===== config.mk =====
export PLATFORM = sky130hd
export DESIGN_NAME = triple_buffer_slot_exchange_top_flat
export DESIGN_NICKNAME = d
export VERILOG_FILES = /design/src/rtl/tbse_pkg.sv /design/src/rtl/tbse_cmd_if.sv /design/src/rtl/tbse_res_if.sv /design/src/rtl/tbse_select.sv /design/src/rtl/triple_buffer_slot_exchange_top.sv /design/src/flat_wrapper.sv
export SDC_FILE = /design/constraint.sdc
export NUM_CORES = 1
export LEC_CHECK = 0
export BUFFER_PORTS_ARGS = -buffer_cell sky130_fd_sc_hd__clkbuf_2
export CAP_MARGIN = 20
export CORE_ASPECT_RATIO = 0.8
export CORE_MARGIN = 2
export CORE_UTILIZATION = 61
export DETAILED_ROUTE_END_ITERATION = 6
export GPL_TIMING_DRIVEN = 0
export PLACE_DENSITY = 0.8
export SETUP_SLACK_MARGIN = 0.2
export SLEW_MARGIN = 0
export SYNTH_ARGS = -nofsm -noshare
export SYNTH_HDL_FRONTEND = slang
export SYNTH_SLANG_ARGS = --single-unit

===== constraint.sdc =====
create_clock -name clk -period 10.75 [get_ports clk]
set_input_delay 3.225 -clock clk [delete_from_list [all_inputs] [get_ports clk]]
set_output_delay 3.225 -clock clk [all_outputs]
set_load 0.1 [all_outputs]

===== src/rtl/tbse_pkg.sv =====
// shared types and constants for the triple buffer slot exchange
// no dependencies, compiled first
package tbse_pkg;

    localparam int NUM_SLOTS = 3;
    localparam int SEQ_WIDTH = 32;
    localparam int SLOT_W    = (NUM_SLOTS > 1) ? $clog2(NUM_SLOTS) : 1;
    localparam int CMD_W     = 3;
    localparam int IDX_W     = 2;
    localparam int REQ_SEQ_W = 32;
    localparam int DROP_W    = 32;

    typedef enum logic [1:0] {
        ST_FREE    = 2'd0,
        ST_WRITING = 2'd1,
        ST_READY   = 2'd2,
        ST_READING = 2'd3
    } slot_state_t;

    typedef enum logic [CMD_W-1:0] {
        CMD_BEGIN_WRITE = 3'd0,
        CMD_PUBLISH     = 3'd1,
        CMD_ABANDON     = 3'd2,
        CMD_ACQUIRE     = 3'd3,
        CMD_RELEASE     = 3'd4
    } cmd_t;

    typedef logic [SLOT_W-1:0]    slot_idx_t;
    typedef logic [SEQ_WIDTH-1:0] seq_t;

    // slot choices offered to the command decode
    typedef struct packed {
        logic      free_found;
        slot_idx_t free_idx;
        logic      oldest_found;
        slot_idx_t oldest_idx;
        logic      newest_found;
        slot_idx_t newest_idx;
    } pick_t;

endpackage


===== src/rtl/tbse_cmd_if.sv =====
// command channel: valid/ready with the command item payload
// depends on tbse_pkg
interface tbse_cmd_if;
    logic                           valid;
    logic                           ready;
    logic [tbse_pkg::CMD_W-1:0]     command;
    logic [tbse_pkg::IDX_W-1:0]     slot_index;
    logic [tbse_pkg::REQ_SEQ_W-1:0] sequence_req;

    modport source (output valid, command, slot_index, sequence_req, input ready);
    modport sink   (input valid, command, slot_index, sequence_req, output ready);
endinterface


===== src/rtl/tbse_res_if.sv =====
// result channel: valid/ready with the result item payload
// depends on tbse_pkg
interface tbse_res_if;
    logic                        valid;
    logic                        ready;
    logic                        write_granted;
    logic [tbse_pkg::IDX_W-1:0]  write_slot;
    logic                        holds_previous;
    logic [tbse_pkg::IDX_W-1:0]  previous_slot;
    logic                        holds_current;
    logic [tbse_pkg::IDX_W-1:0]  current_slot;
    logic                        new_snapshot;
    logic [tbse_pkg::DROP_W-1:0] dropped_count;

    modport source (output valid, write_granted, write_slot, holds_previous, previous_slot,
                    holds_current, current_slot, new_snapshot, dropped_count, input ready);
    modport sink   (input valid, write_granted, write_slot, holds_previous, previous_slot,
                    holds_current, current_slot, new_snapshot, dropped_count, output ready);
endinterface


===== src/rtl/tbse_select.sv =====
// slot pickers: lowest free, oldest ready and newest ready slot
// depends on tbse_pkg
module tbse_select (
    input  tbse_pkg::slot_state_t [tbse_pkg::NUM_SLOTS-1:0] status,
    input  tbse_pkg::seq_t        [tbse_pkg::NUM_SLOTS-1:0] seq,
    output tbse_pkg::pick_t                                 pick
);

    tbse_pkg::seq_t oldest_seq;
    tbse_pkg::seq_t newest_seq;

    // strict compares keep the lower index on equal sequences
    always_comb
    begin
        pick       = '0;
        oldest_seq = '0;
        newest_seq = '0;
        for (int i = 0; i < tbse_pkg::NUM_SLOTS; i++)
        begin
            if (status[i] == tbse_pkg::ST_FREE && !pick.free_found)
            begin
                pick.free_found = 1'b1;
                pick.free_idx   = tbse_pkg::SLOT_W'(i);
            end
            if (status[i] == tbse_pkg::ST_READY)
            begin
                if (!pick.oldest_found || seq[i] < oldest_seq)
                begin
                    pick.oldest_found = 1'b1;
                    pick.oldest_idx   = tbse_pkg::SLOT_W'(i);
                    oldest_seq        = seq[i];
                end
                if (!pick.newest_found || seq[i] > newest_seq)
                begin
                    pick.newest_found = 1'b1;
                    pick.newest_idx   = tbse_pkg::SLOT_W'(i);
                    newest_seq        = seq[i];
                end
            end
        end
    end

endmodule


===== src/rtl/triple_buffer_slot_exchange_top.sv =====
// triple buffer slot exchange: the command passes the input register, then the result
// register, before the result item is valid; one command per cycle is sustained
// while the result side keeps ready high, the slot pickers being the only deep logic
// rst_n clears all slots to free, sequences and the drop count to zero, and empties both
// pipeline registers; depends on tbse_pkg, tbse_cmd_if, tbse_res_if and tbse_select
module triple_buffer_slot_exchange_top (
    input  logic       clk,
    input  logic       rst_n,
    tbse_cmd_if.sink   cmd,
    tbse_res_if.source res
);

    // input register stage
    logic                           in_valid_reg;
    tbse_pkg::cmd_t                 in_cmd_reg;
    logic [tbse_pkg::IDX_W-1:0]     in_sel_reg;
    logic [tbse_pkg::REQ_SEQ_W-1:0] in_seq_reg;

    // slot and consumer state
    tbse_pkg::slot_state_t [tbse_pkg::NUM_SLOTS-1:0] status_reg;
    tbse_pkg::slot_state_t [tbse_pkg::NUM_SLOTS-1:0] status_next;
    tbse_pkg::seq_t        [tbse_pkg::NUM_SLOTS-1:0] seq_reg;
    tbse_pkg::seq_t        [tbse_pkg::NUM_SLOTS-1:0] seq_next;
    logic [tbse_pkg::DROP_W-1:0] drop_reg;
    logic [tbse_pkg::DROP_W-1:0] drop_next;
    logic                        prev_valid_reg;
    logic                        prev_valid_next;
    tbse_pkg::slot_idx_t         prev_idx_reg;
    tbse_pkg::slot_idx_t         prev_idx_next;
    logic                        cur_valid_reg;
    logic                        cur_valid_next;
    tbse_pkg::slot_idx_t         cur_idx_reg;
    tbse_pkg::slot_idx_t         cur_idx_next;

    // per-command result bits
    logic                granted;
    tbse_pkg::slot_idx_t gslot;
    logic                fresh;
    logic                sel_ok;
    tbse_pkg::slot_idx_t sel_idx;

    // result register stage
    logic                        out_valid_reg;
    logic                        out_granted_reg;
    logic [tbse_pkg::IDX_W-1:0]  out_wslot_reg;
    logic                        out_has_prev_reg;
    logic [tbse_pkg::IDX_W-1:0]  out_prev_reg;
    logic                        out_has_cur_reg;
    logic [tbse_pkg::IDX_W-1:0]  out_cur_reg;
    logic                        out_fresh_reg;
    logic [tbse_pkg::DROP_W-1:0] out_drop_reg;

    tbse_pkg::pick_t pick;
    logic            process;
    logic            in_take;

    // the held item is executed once the result register is empty or being drained;
    // the input register refills in the same cycle so items stream back to back
    assign process    = in_valid_reg && (!out_valid_reg || res.ready);
    assign in_take    = cmd.valid && cmd.ready;
    assign cmd.ready  = !in_valid_reg || process;

    tbse_select u_select (
        .status (status_reg),
        .seq    (seq_reg),
        .pick   (pick)
    );

    // slot_index beyond the slot count names nothing
    assign sel_ok  = (32'(in_sel_reg) < 32'(tbse_pkg::NUM_SLOTS));
    assign sel_idx = tbse_pkg::SLOT_W'(in_sel_reg);

    // command decode and next state
    always_comb
    begin
        status_next     = status_reg;
        seq_next        = seq_reg;
        drop_next       = drop_reg;
        prev_valid_next = prev_valid_reg;
        prev_idx_next   = prev_idx_reg;
        cur_valid_next  = cur_valid_reg;
        cur_idx_next    = cur_idx_reg;
        granted         = 1'b0;
        gslot           = '0;
        fresh           = 1'b0;
        case (in_cmd_reg) inside
            tbse_pkg::CMD_BEGIN_WRITE:
            begin
                // a free slot first, otherwise evict the oldest ready snapshot
                if (pick.free_found)
                begin
                    status_next[pick.free_idx] = tbse_pkg::ST_WRITING;
                    granted                    = 1'b1;
                    gslot                      = pick.free_idx;
                end
                else if (pick.oldest_found)
                begin
                    status_next[pick.oldest_idx] = tbse_pkg::ST_WRITING;
                    granted                      = 1'b1;
                    gslot                        = pick.oldest_idx;
                end
                else
                begin
                    drop_next = drop_reg + 1'b1;
                end
            end
            tbse_pkg::CMD_PUBLISH, tbse_pkg::CMD_ABANDON:
            begin
                // only a slot currently being written may be published or abandoned
                if (sel_ok && status_reg[sel_idx] == tbse_pkg::ST_WRITING)
                begin
                    if (in_cmd_reg == tbse_pkg::CMD_PUBLISH)
                    begin
                        seq_next[sel_idx]    = tbse_pkg::SEQ_WIDTH'(in_seq_reg);
                        status_next[sel_idx] = tbse_pkg::ST_READY;
                    end
                    else
                    begin
                        status_next[sel_idx] = tbse_pkg::ST_FREE;
                    end
                end
            end
            tbse_pkg::CMD_ACQUIRE:
            begin
                // newest ready slot becomes current; old previous is handed back
                if (pick.newest_found)
                begin
                    status_next[pick.newest_idx] = tbse_pkg::ST_READING;
                    if (prev_valid_reg)
                    begin
                        status_next[prev_idx_reg] = tbse_pkg::ST_FREE;
                    end
                    prev_valid_next = cur_valid_reg;
                    prev_idx_next   = cur_idx_reg;
                    cur_valid_next  = 1'b1;
                    cur_idx_next    = pick.newest_idx;
                    fresh           = 1'b1;
                end
            end
            tbse_pkg::CMD_RELEASE:
            begin
                if (prev_valid_reg)
                begin
                    status_next[prev_idx_reg] = tbse_pkg::ST_FREE;
                    prev_valid_next           = 1'b0;
                    prev_idx_next             = '0;
                end
                if (cur_valid_reg)
                begin
                    status_next[cur_idx_reg] = tbse_pkg::ST_FREE;
                    cur_valid_next           = 1'b0;
                    cur_idx_next             = '0;
                end
            end
            default:
            begin
                // unused codes leave everything as it is
            end
        endcase
    end

    // control and architectural state
    always_ff @(posedge clk or negedge rst_n)
    begin
        if (!rst_n)
        begin
            in_valid_reg   <= 1'b0;
            out_valid_reg  <= 1'b0;
            for (int i = 0; i < tbse_pkg::NUM_SLOTS; i++)
            begin
                status_reg[i] <= tbse_pkg::ST_FREE;
                seq_reg[i]    <= '0;
            end
            drop_reg       <= '0;
            prev_valid_reg <= 1'b0;
            prev_idx_reg   <= '0;
            cur_valid_reg  <= 1'b0;
            cur_idx_reg    <= '0;
        end
        else
        begin
            if (in_take)
            begin
                in_valid_reg <= 1'b1;
            end
            else if (process)
            begin
                in_valid_reg <= 1'b0;
            end
            if (process)
            begin
                out_valid_reg  <= 1'b1;
                status_reg     <= status_next;
                seq_reg        <= seq_next;
                drop_reg       <= drop_next;
                prev_valid_reg <= prev_valid_next;
                prev_idx_reg   <= prev_idx_next;
                cur_valid_reg  <= cur_valid_next;
                cur_idx_reg    <= cur_idx_next;
            end
            else if (res.ready)
            begin
                out_valid_reg <= 1'b0;
            end
        end
    end

    // payload registers, no reset needed
    always_ff @(posedge clk)
    begin
        if (in_take)
        begin
            in_cmd_reg <= tbse_pkg::cmd_t'(cmd.command);
            in_sel_reg <= cmd.slot_index;
            in_seq_reg <= cmd.sequence_req;
        end
        if (process)
        begin
            out_granted_reg  <= granted;
            out_wslot_reg    <= tbse_pkg::IDX_W'(gslot);
            out_has_prev_reg <= prev_valid_next;
            out_prev_reg     <= prev_valid_next ? tbse_pkg::IDX_W'(prev_idx_next) : '0;
            out_has_cur_reg  <= cur_valid_next;
            out_cur_reg      <= cur_valid_next ? tbse_pkg::IDX_W'(cur_idx_next) : '0;
            out_fresh_reg    <= fresh;
            out_drop_reg     <= drop_next;
        end
    end

    assign res.valid          = out_valid_reg;
    assign res.write_granted  = out_granted_reg;
    assign res.write_slot     = out_wslot_reg;
    assign res.holds_previous = out_has_prev_reg;
    assign res.previous_slot  = out_prev_reg;
    assign res.holds_current  = out_has_cur_reg;
    assign res.current_slot   = out_cur_reg;
    assign res.new_snapshot   = out_fresh_reg;
    assign res.dropped_count  = out_drop_reg;

endmodule

===== src/flat_wrapper.sv =====
// flat-port wrapper written by rule: the top's interface ports become plain ports
module triple_buffer_slot_exchange_top_flat 
  (clk, rst_n, cmd_valid, cmd_command, cmd_slot_index, cmd_sequence_req, cmd_ready, res_valid, res_write_granted, res_write_slot, res_holds_previous, res_previous_slot, res_holds_current, res_current_slot, res_new_snapshot, res_dropped_count, res_ready);
  tbse_cmd_if cmd_i ();
  tbse_res_if res_i ();
  input  logic clk;
  input  logic rst_n;
  input wire logic [$bits(cmd_i.valid)-1:0] cmd_valid;
  input wire logic [$bits(cmd_i.command)-1:0] cmd_command;
  input wire logic [$bits(cmd_i.slot_index)-1:0] cmd_slot_index;
  input wire logic [$bits(cmd_i.sequence_req)-1:0] cmd_sequence_req;
  output wire logic [$bits(cmd_i.ready)-1:0] cmd_ready;
  output wire logic [$bits(res_i.valid)-1:0] res_valid;
  output wire logic [$bits(res_i.write_granted)-1:0] res_write_granted;
  output wire logic [$bits(res_i.write_slot)-1:0] res_write_slot;
  output wire logic [$bits(res_i.holds_previous)-1:0] res_holds_previous;
  output wire logic [$bits(res_i.previous_slot)-1:0] res_previous_slot;
  output wire logic [$bits(res_i.holds_current)-1:0] res_holds_current;
  output wire logic [$bits(res_i.current_slot)-1:0] res_current_slot;
  output wire logic [$bits(res_i.new_snapshot)-1:0] res_new_snapshot;
  output wire logic [$bits(res_i.dropped_count)-1:0] res_dropped_count;
  input wire logic [$bits(res_i.ready)-1:0] res_ready;
  assign cmd_i.valid = cmd_valid;
  assign cmd_i.command = cmd_command;
  assign cmd_i.slot_index = cmd_slot_index;
  assign cmd_i.sequence_req = cmd_sequence_req;
  assign cmd_ready = cmd_i.ready;
  assign res_valid = res_i.valid;
  assign res_write_granted = res_i.write_granted;
  assign res_write_slot = res_i.write_slot;
  assign res_holds_previous = res_i.holds_previous;
  assign res_previous_slot = res_i.previous_slot;
  assign res_holds_current = res_i.holds_current;
  assign res_current_slot = res_i.current_slot;
  assign res_new_snapshot = res_i.new_snapshot;
  assign res_dropped_count = res_i.dropped_count;
  assign res_i.ready = res_ready;
  triple_buffer_slot_exchange_top u_core (.clk(clk), .rst_n(rst_n), .cmd(cmd_i), .res(res_i));
endmodule

==> summary.md <==
| Metric | Value |
|---|---|
| Drt pass-1 iters | `7` |
| H-Tree Depth | `1` |
| Antenna cell count | `0` |
| Clk network pwr share | `30.4%` |
| Synthesized area per cell | `10.96 µm²` |
| Setup Slack @ Placement | `between 2000 and 3000 ps` |
| Die area | `between 0.02 and 0.025 mm²` |
| GP Congestion | `0.9199` |
| Via/cell ratio | `6.132` |
| Later-pin clock latency in the skew report | `520 ps` |
| Crit path required time | `11150 ps` |
| Clock sink count | `221` |
| Syn Nets | `between 1000 and 1500` |
| Status | `finished clean` |
| Final Worst Setup Slack | `2142 ps` |
| Predominant post-synthesis flop cell | `dfrtp_1` |
| Worst Tran Pin Value | `between 900 and 1000 ps` |
| Max Cap Viol | `0` |
| Cell Area, Synth | `0.01191 mm²` |
| EDFF count, synth | `79` |
| Final Hold Violating Endpoints | `0` |
| Flop pwr share | `37.7%` |
| Number of distinct library cells after synthesis | `67` |
| Top-count cell post-synth | `dfrtp_1` |
| Yosys reg bits | `221` |
| Yosys warnings | `0` |
| Hold buffer count at CTS | `0` |
| Dpl hpwl | `between 15000 and 20000 µm` |
| Overall Global Routing Usage | `a little over a quarter` |
| Vias in the first global route | `between 8000 and 9000` |
| Synth top area share | `between 20% and 30%` |
| Combinational share of power | `31.9%` |
| Rows | `45` |
| Crit end category | `flop` |
| DRC | `0` |
| Switching Fraction | `36.91%` |
| VDD IR max | `0.0001558 V` |
| Post-CTS Resized | `0` |
| Largest area contributor in the netlist | `dfrtp_1` |
| First-pass GRT wire length | `45330 µm` |
| Core ar. | `0.01903 mm²` |
| Clock-pin slew of the registers on the worst-case setup and hold paths | `60 ps` |
| Clock Path Buffers | `3` |
| Unrepaired setup endpoints after global routing | `no` |
| Reg2reg setup slack | `2140 ps` |
| Die Ht | `129.0 µm` |
| Sequential fraction of the synthesis area | `about half` |
| Largest net degree at the start of global routing | `between 80 and 90` |
| Final Net Count | `1334` |
| Setup TNS | `0 ps` |
| TritonCTS buffer count | `23` |
| Final setup skew | `12.15 ps` |
| Cell count after synthesis | `between 1000 and 1500` |
| Ports | `85` |
| Top cells by area, synth | `dfrtp_1, edfxtp_1, ha_1` |
| Kind of critical path | `flop to flop` |
| Worst R2R Path Depth | `25` |
| Vias | `9026` |
| Die extent in x | `160.2 µm` |
| Max Fclk | `0.1162 GHz` |
| Ys async rst share | `64.25%` |
| Critical path startpoint category | `flop` |
| Endpoints failing setup | `0` |
| Postcts setup bufs | `0` |
| Initial DRC Count | `772` |
| Final Cycle Share | `80.07%` |
| Clk root buf | `clkbuf_16` |
| Area delta synth->final | `13.25%` |
| Initial core utilization | `62.57%` |
| Fill cells | `1411` |
| Fin crit period | `8608 ps` |
| Synth cell count leaders | `dfrtp_1, nor2_1, nand2_1` |
| Slew margin rel. | `between 30% and 40%` |
| Routed wire length | `27840 µm` |
| Net Sw Power | `0.9937 mW` |
| Post-DRT Antenna Nets | `0` |
| Port Buffer Count | `84` |
| Layout cells sized above 1 | `19.77%` |
| Critical path fanouts, max | `10` |
| PD cells | `about 200 mW/mm²` |
| Arrival time at the worst endpoint | `9010 ps` |
| Max reg flops | `96` |
| CTS tree | `done` |
| Worst Hold Class | `flop to flop` |
| Int Power | `roughly 1.7 mW` |
| Wire per inst | `18.91 µm` |
| Pleak | `about 6.1 nW` |
| Initial antenna violation count | `0` |
| Gr ovfl total | `0` |
| Fin. max-slew vios | `0` |
[metrics by stage]
step           util, %  power, mW  hold WS [ps]  area, µm²  std cells
2_1_floorplan        -      1.590         445.5      11910       1086
3_3_place_gp     66.48      1.827         462.5      12650       1428
3_5_place_dp     66.79      1.853         475.3      12710       1430
4_1_cts          70.86      2.673         495.1      13490       1472
5_1_grt          70.86      2.811         507.2      13490       1472
6_report         70.86      2.692         495.6      13490       1472
[metal layers]
layer	vias up	part of all wire, %	track usage, %
met5	-	0	0
met4	0	2.4	6.730
met3	53	9.4	7.092
met2	408	44	42.53
met1	4368	44	39.20
li1	4197	-	-
[worst min-delay path by stage]
stage                         from  cells past startpoint  slack, ps                  end
2_1_floorplan  u_core.drop_reg[22]                      1        450  u_core.drop_reg[22]
3_3_place_gp   u_core.drop_reg[22]                      1        460  u_core.drop_reg[22]
3_5_place_dp   u_core.drop_reg[31]                      1        480  u_core.drop_reg[31]
4_1_cts        u_core.in_valid_reg                      1        500     u_core.res.valid
5_1_grt        u_core.drop_reg[22]                      1        510  u_core.drop_reg[22]
6_report       u_core.in_valid_reg                      1        500     u_core.res.valid
[layout by cell type, fill, tap and decap left out, types with 3 or more instances in the layout]
cell,instances
buf_6,3
clkinv_2,4
buf_2,3
dfrtp_1,142
o31a_1,4
nor3_1,18
buf_1,3
o31ai_1,3
a211oi_1,5
xor2_1,32
nor3b_1,4
clkbuf_2,84
or3_1,5
nor2b_1,9
mux2_2,91
o21ai_0,29
nand2b_1,14
nand4_1,26
and2_1,5
or2_2,6
a31oi_1,5
ha_1,96
o211ai_1,5
a21o_1,8
bufinv_16,3
a2111oi_0,3
clkinvlp_4,4
clkbuf_8,3
edfxtp_1,79
nand3_1,30
inv_1,17
clkbuf_16,23
clkbuf_1,37
nor4_1,5
nand2_1,106
nor2_1,110
a21oi_1,86
xnor2_1,31
a32oi_1,19
a211o_1,3
[layout make-up]
type                            instances  area, µm²  share of cell area (%)
Buffer                                 44      192.7                   1.429
Clock buffer                           28      614.3                   4.556
Clock inverter                         14      161.4                   1.197
Inverter                               18      67.56                  0.5010
Multi-Input combinational cell        803       5724                   42.45
Sequential cell                       221       5926                   43.94
Tap cell                              258      322.8                   2.394
Timing Repair Buffer                   86      476.7                   3.535
[worst max-delay path, stage by stage, from the launching register on]
cell and delay, ps:
dfrtp_1 340, clkbuf_1 300, nor2b_1 170, buf_2 180, clkbuf_1 530, buf_1 550
nand2_1 120, ha_1 310, a21oi_1 130, o21ai_0 90, a221o_1 370, o31a_1 410
or2_2 320, a21oi_1 220, clkbuf_1 520, buf_1 590, a21oi_1 160, ha_1 330
nand3_1 120, nor3_1 360, nand2_1 170, a2111oi_0 800, o311ai_0 330, o221ai_1 530
nand3_1 150, a311o_1 370
[power by group through the flow]
stage	Combinational [mW]	Clock, mW	Sequential (mW)
final	0.860	0.817	1.02
after global routing	0.925	0.863	1.02
after CTS	0.831	0.828	1.01
after detailed placement	0.824	0	1.03
after global placement	0.799	0	1.03
after floorplan	0.499	0	1.09
[logic make-up after synthesis]
family	share of synthesized area, %
AO/OA/AOI/OAI	10.73
multiplexers	8.690
buffers and inverters	2.175
adder cells (fa/ha/maj)	10.09
XOR/XNOR	4.634
AND/OR/NAND/NOR	13.92
flip-flops	49.76
Power figures use the tool's default switching activity.
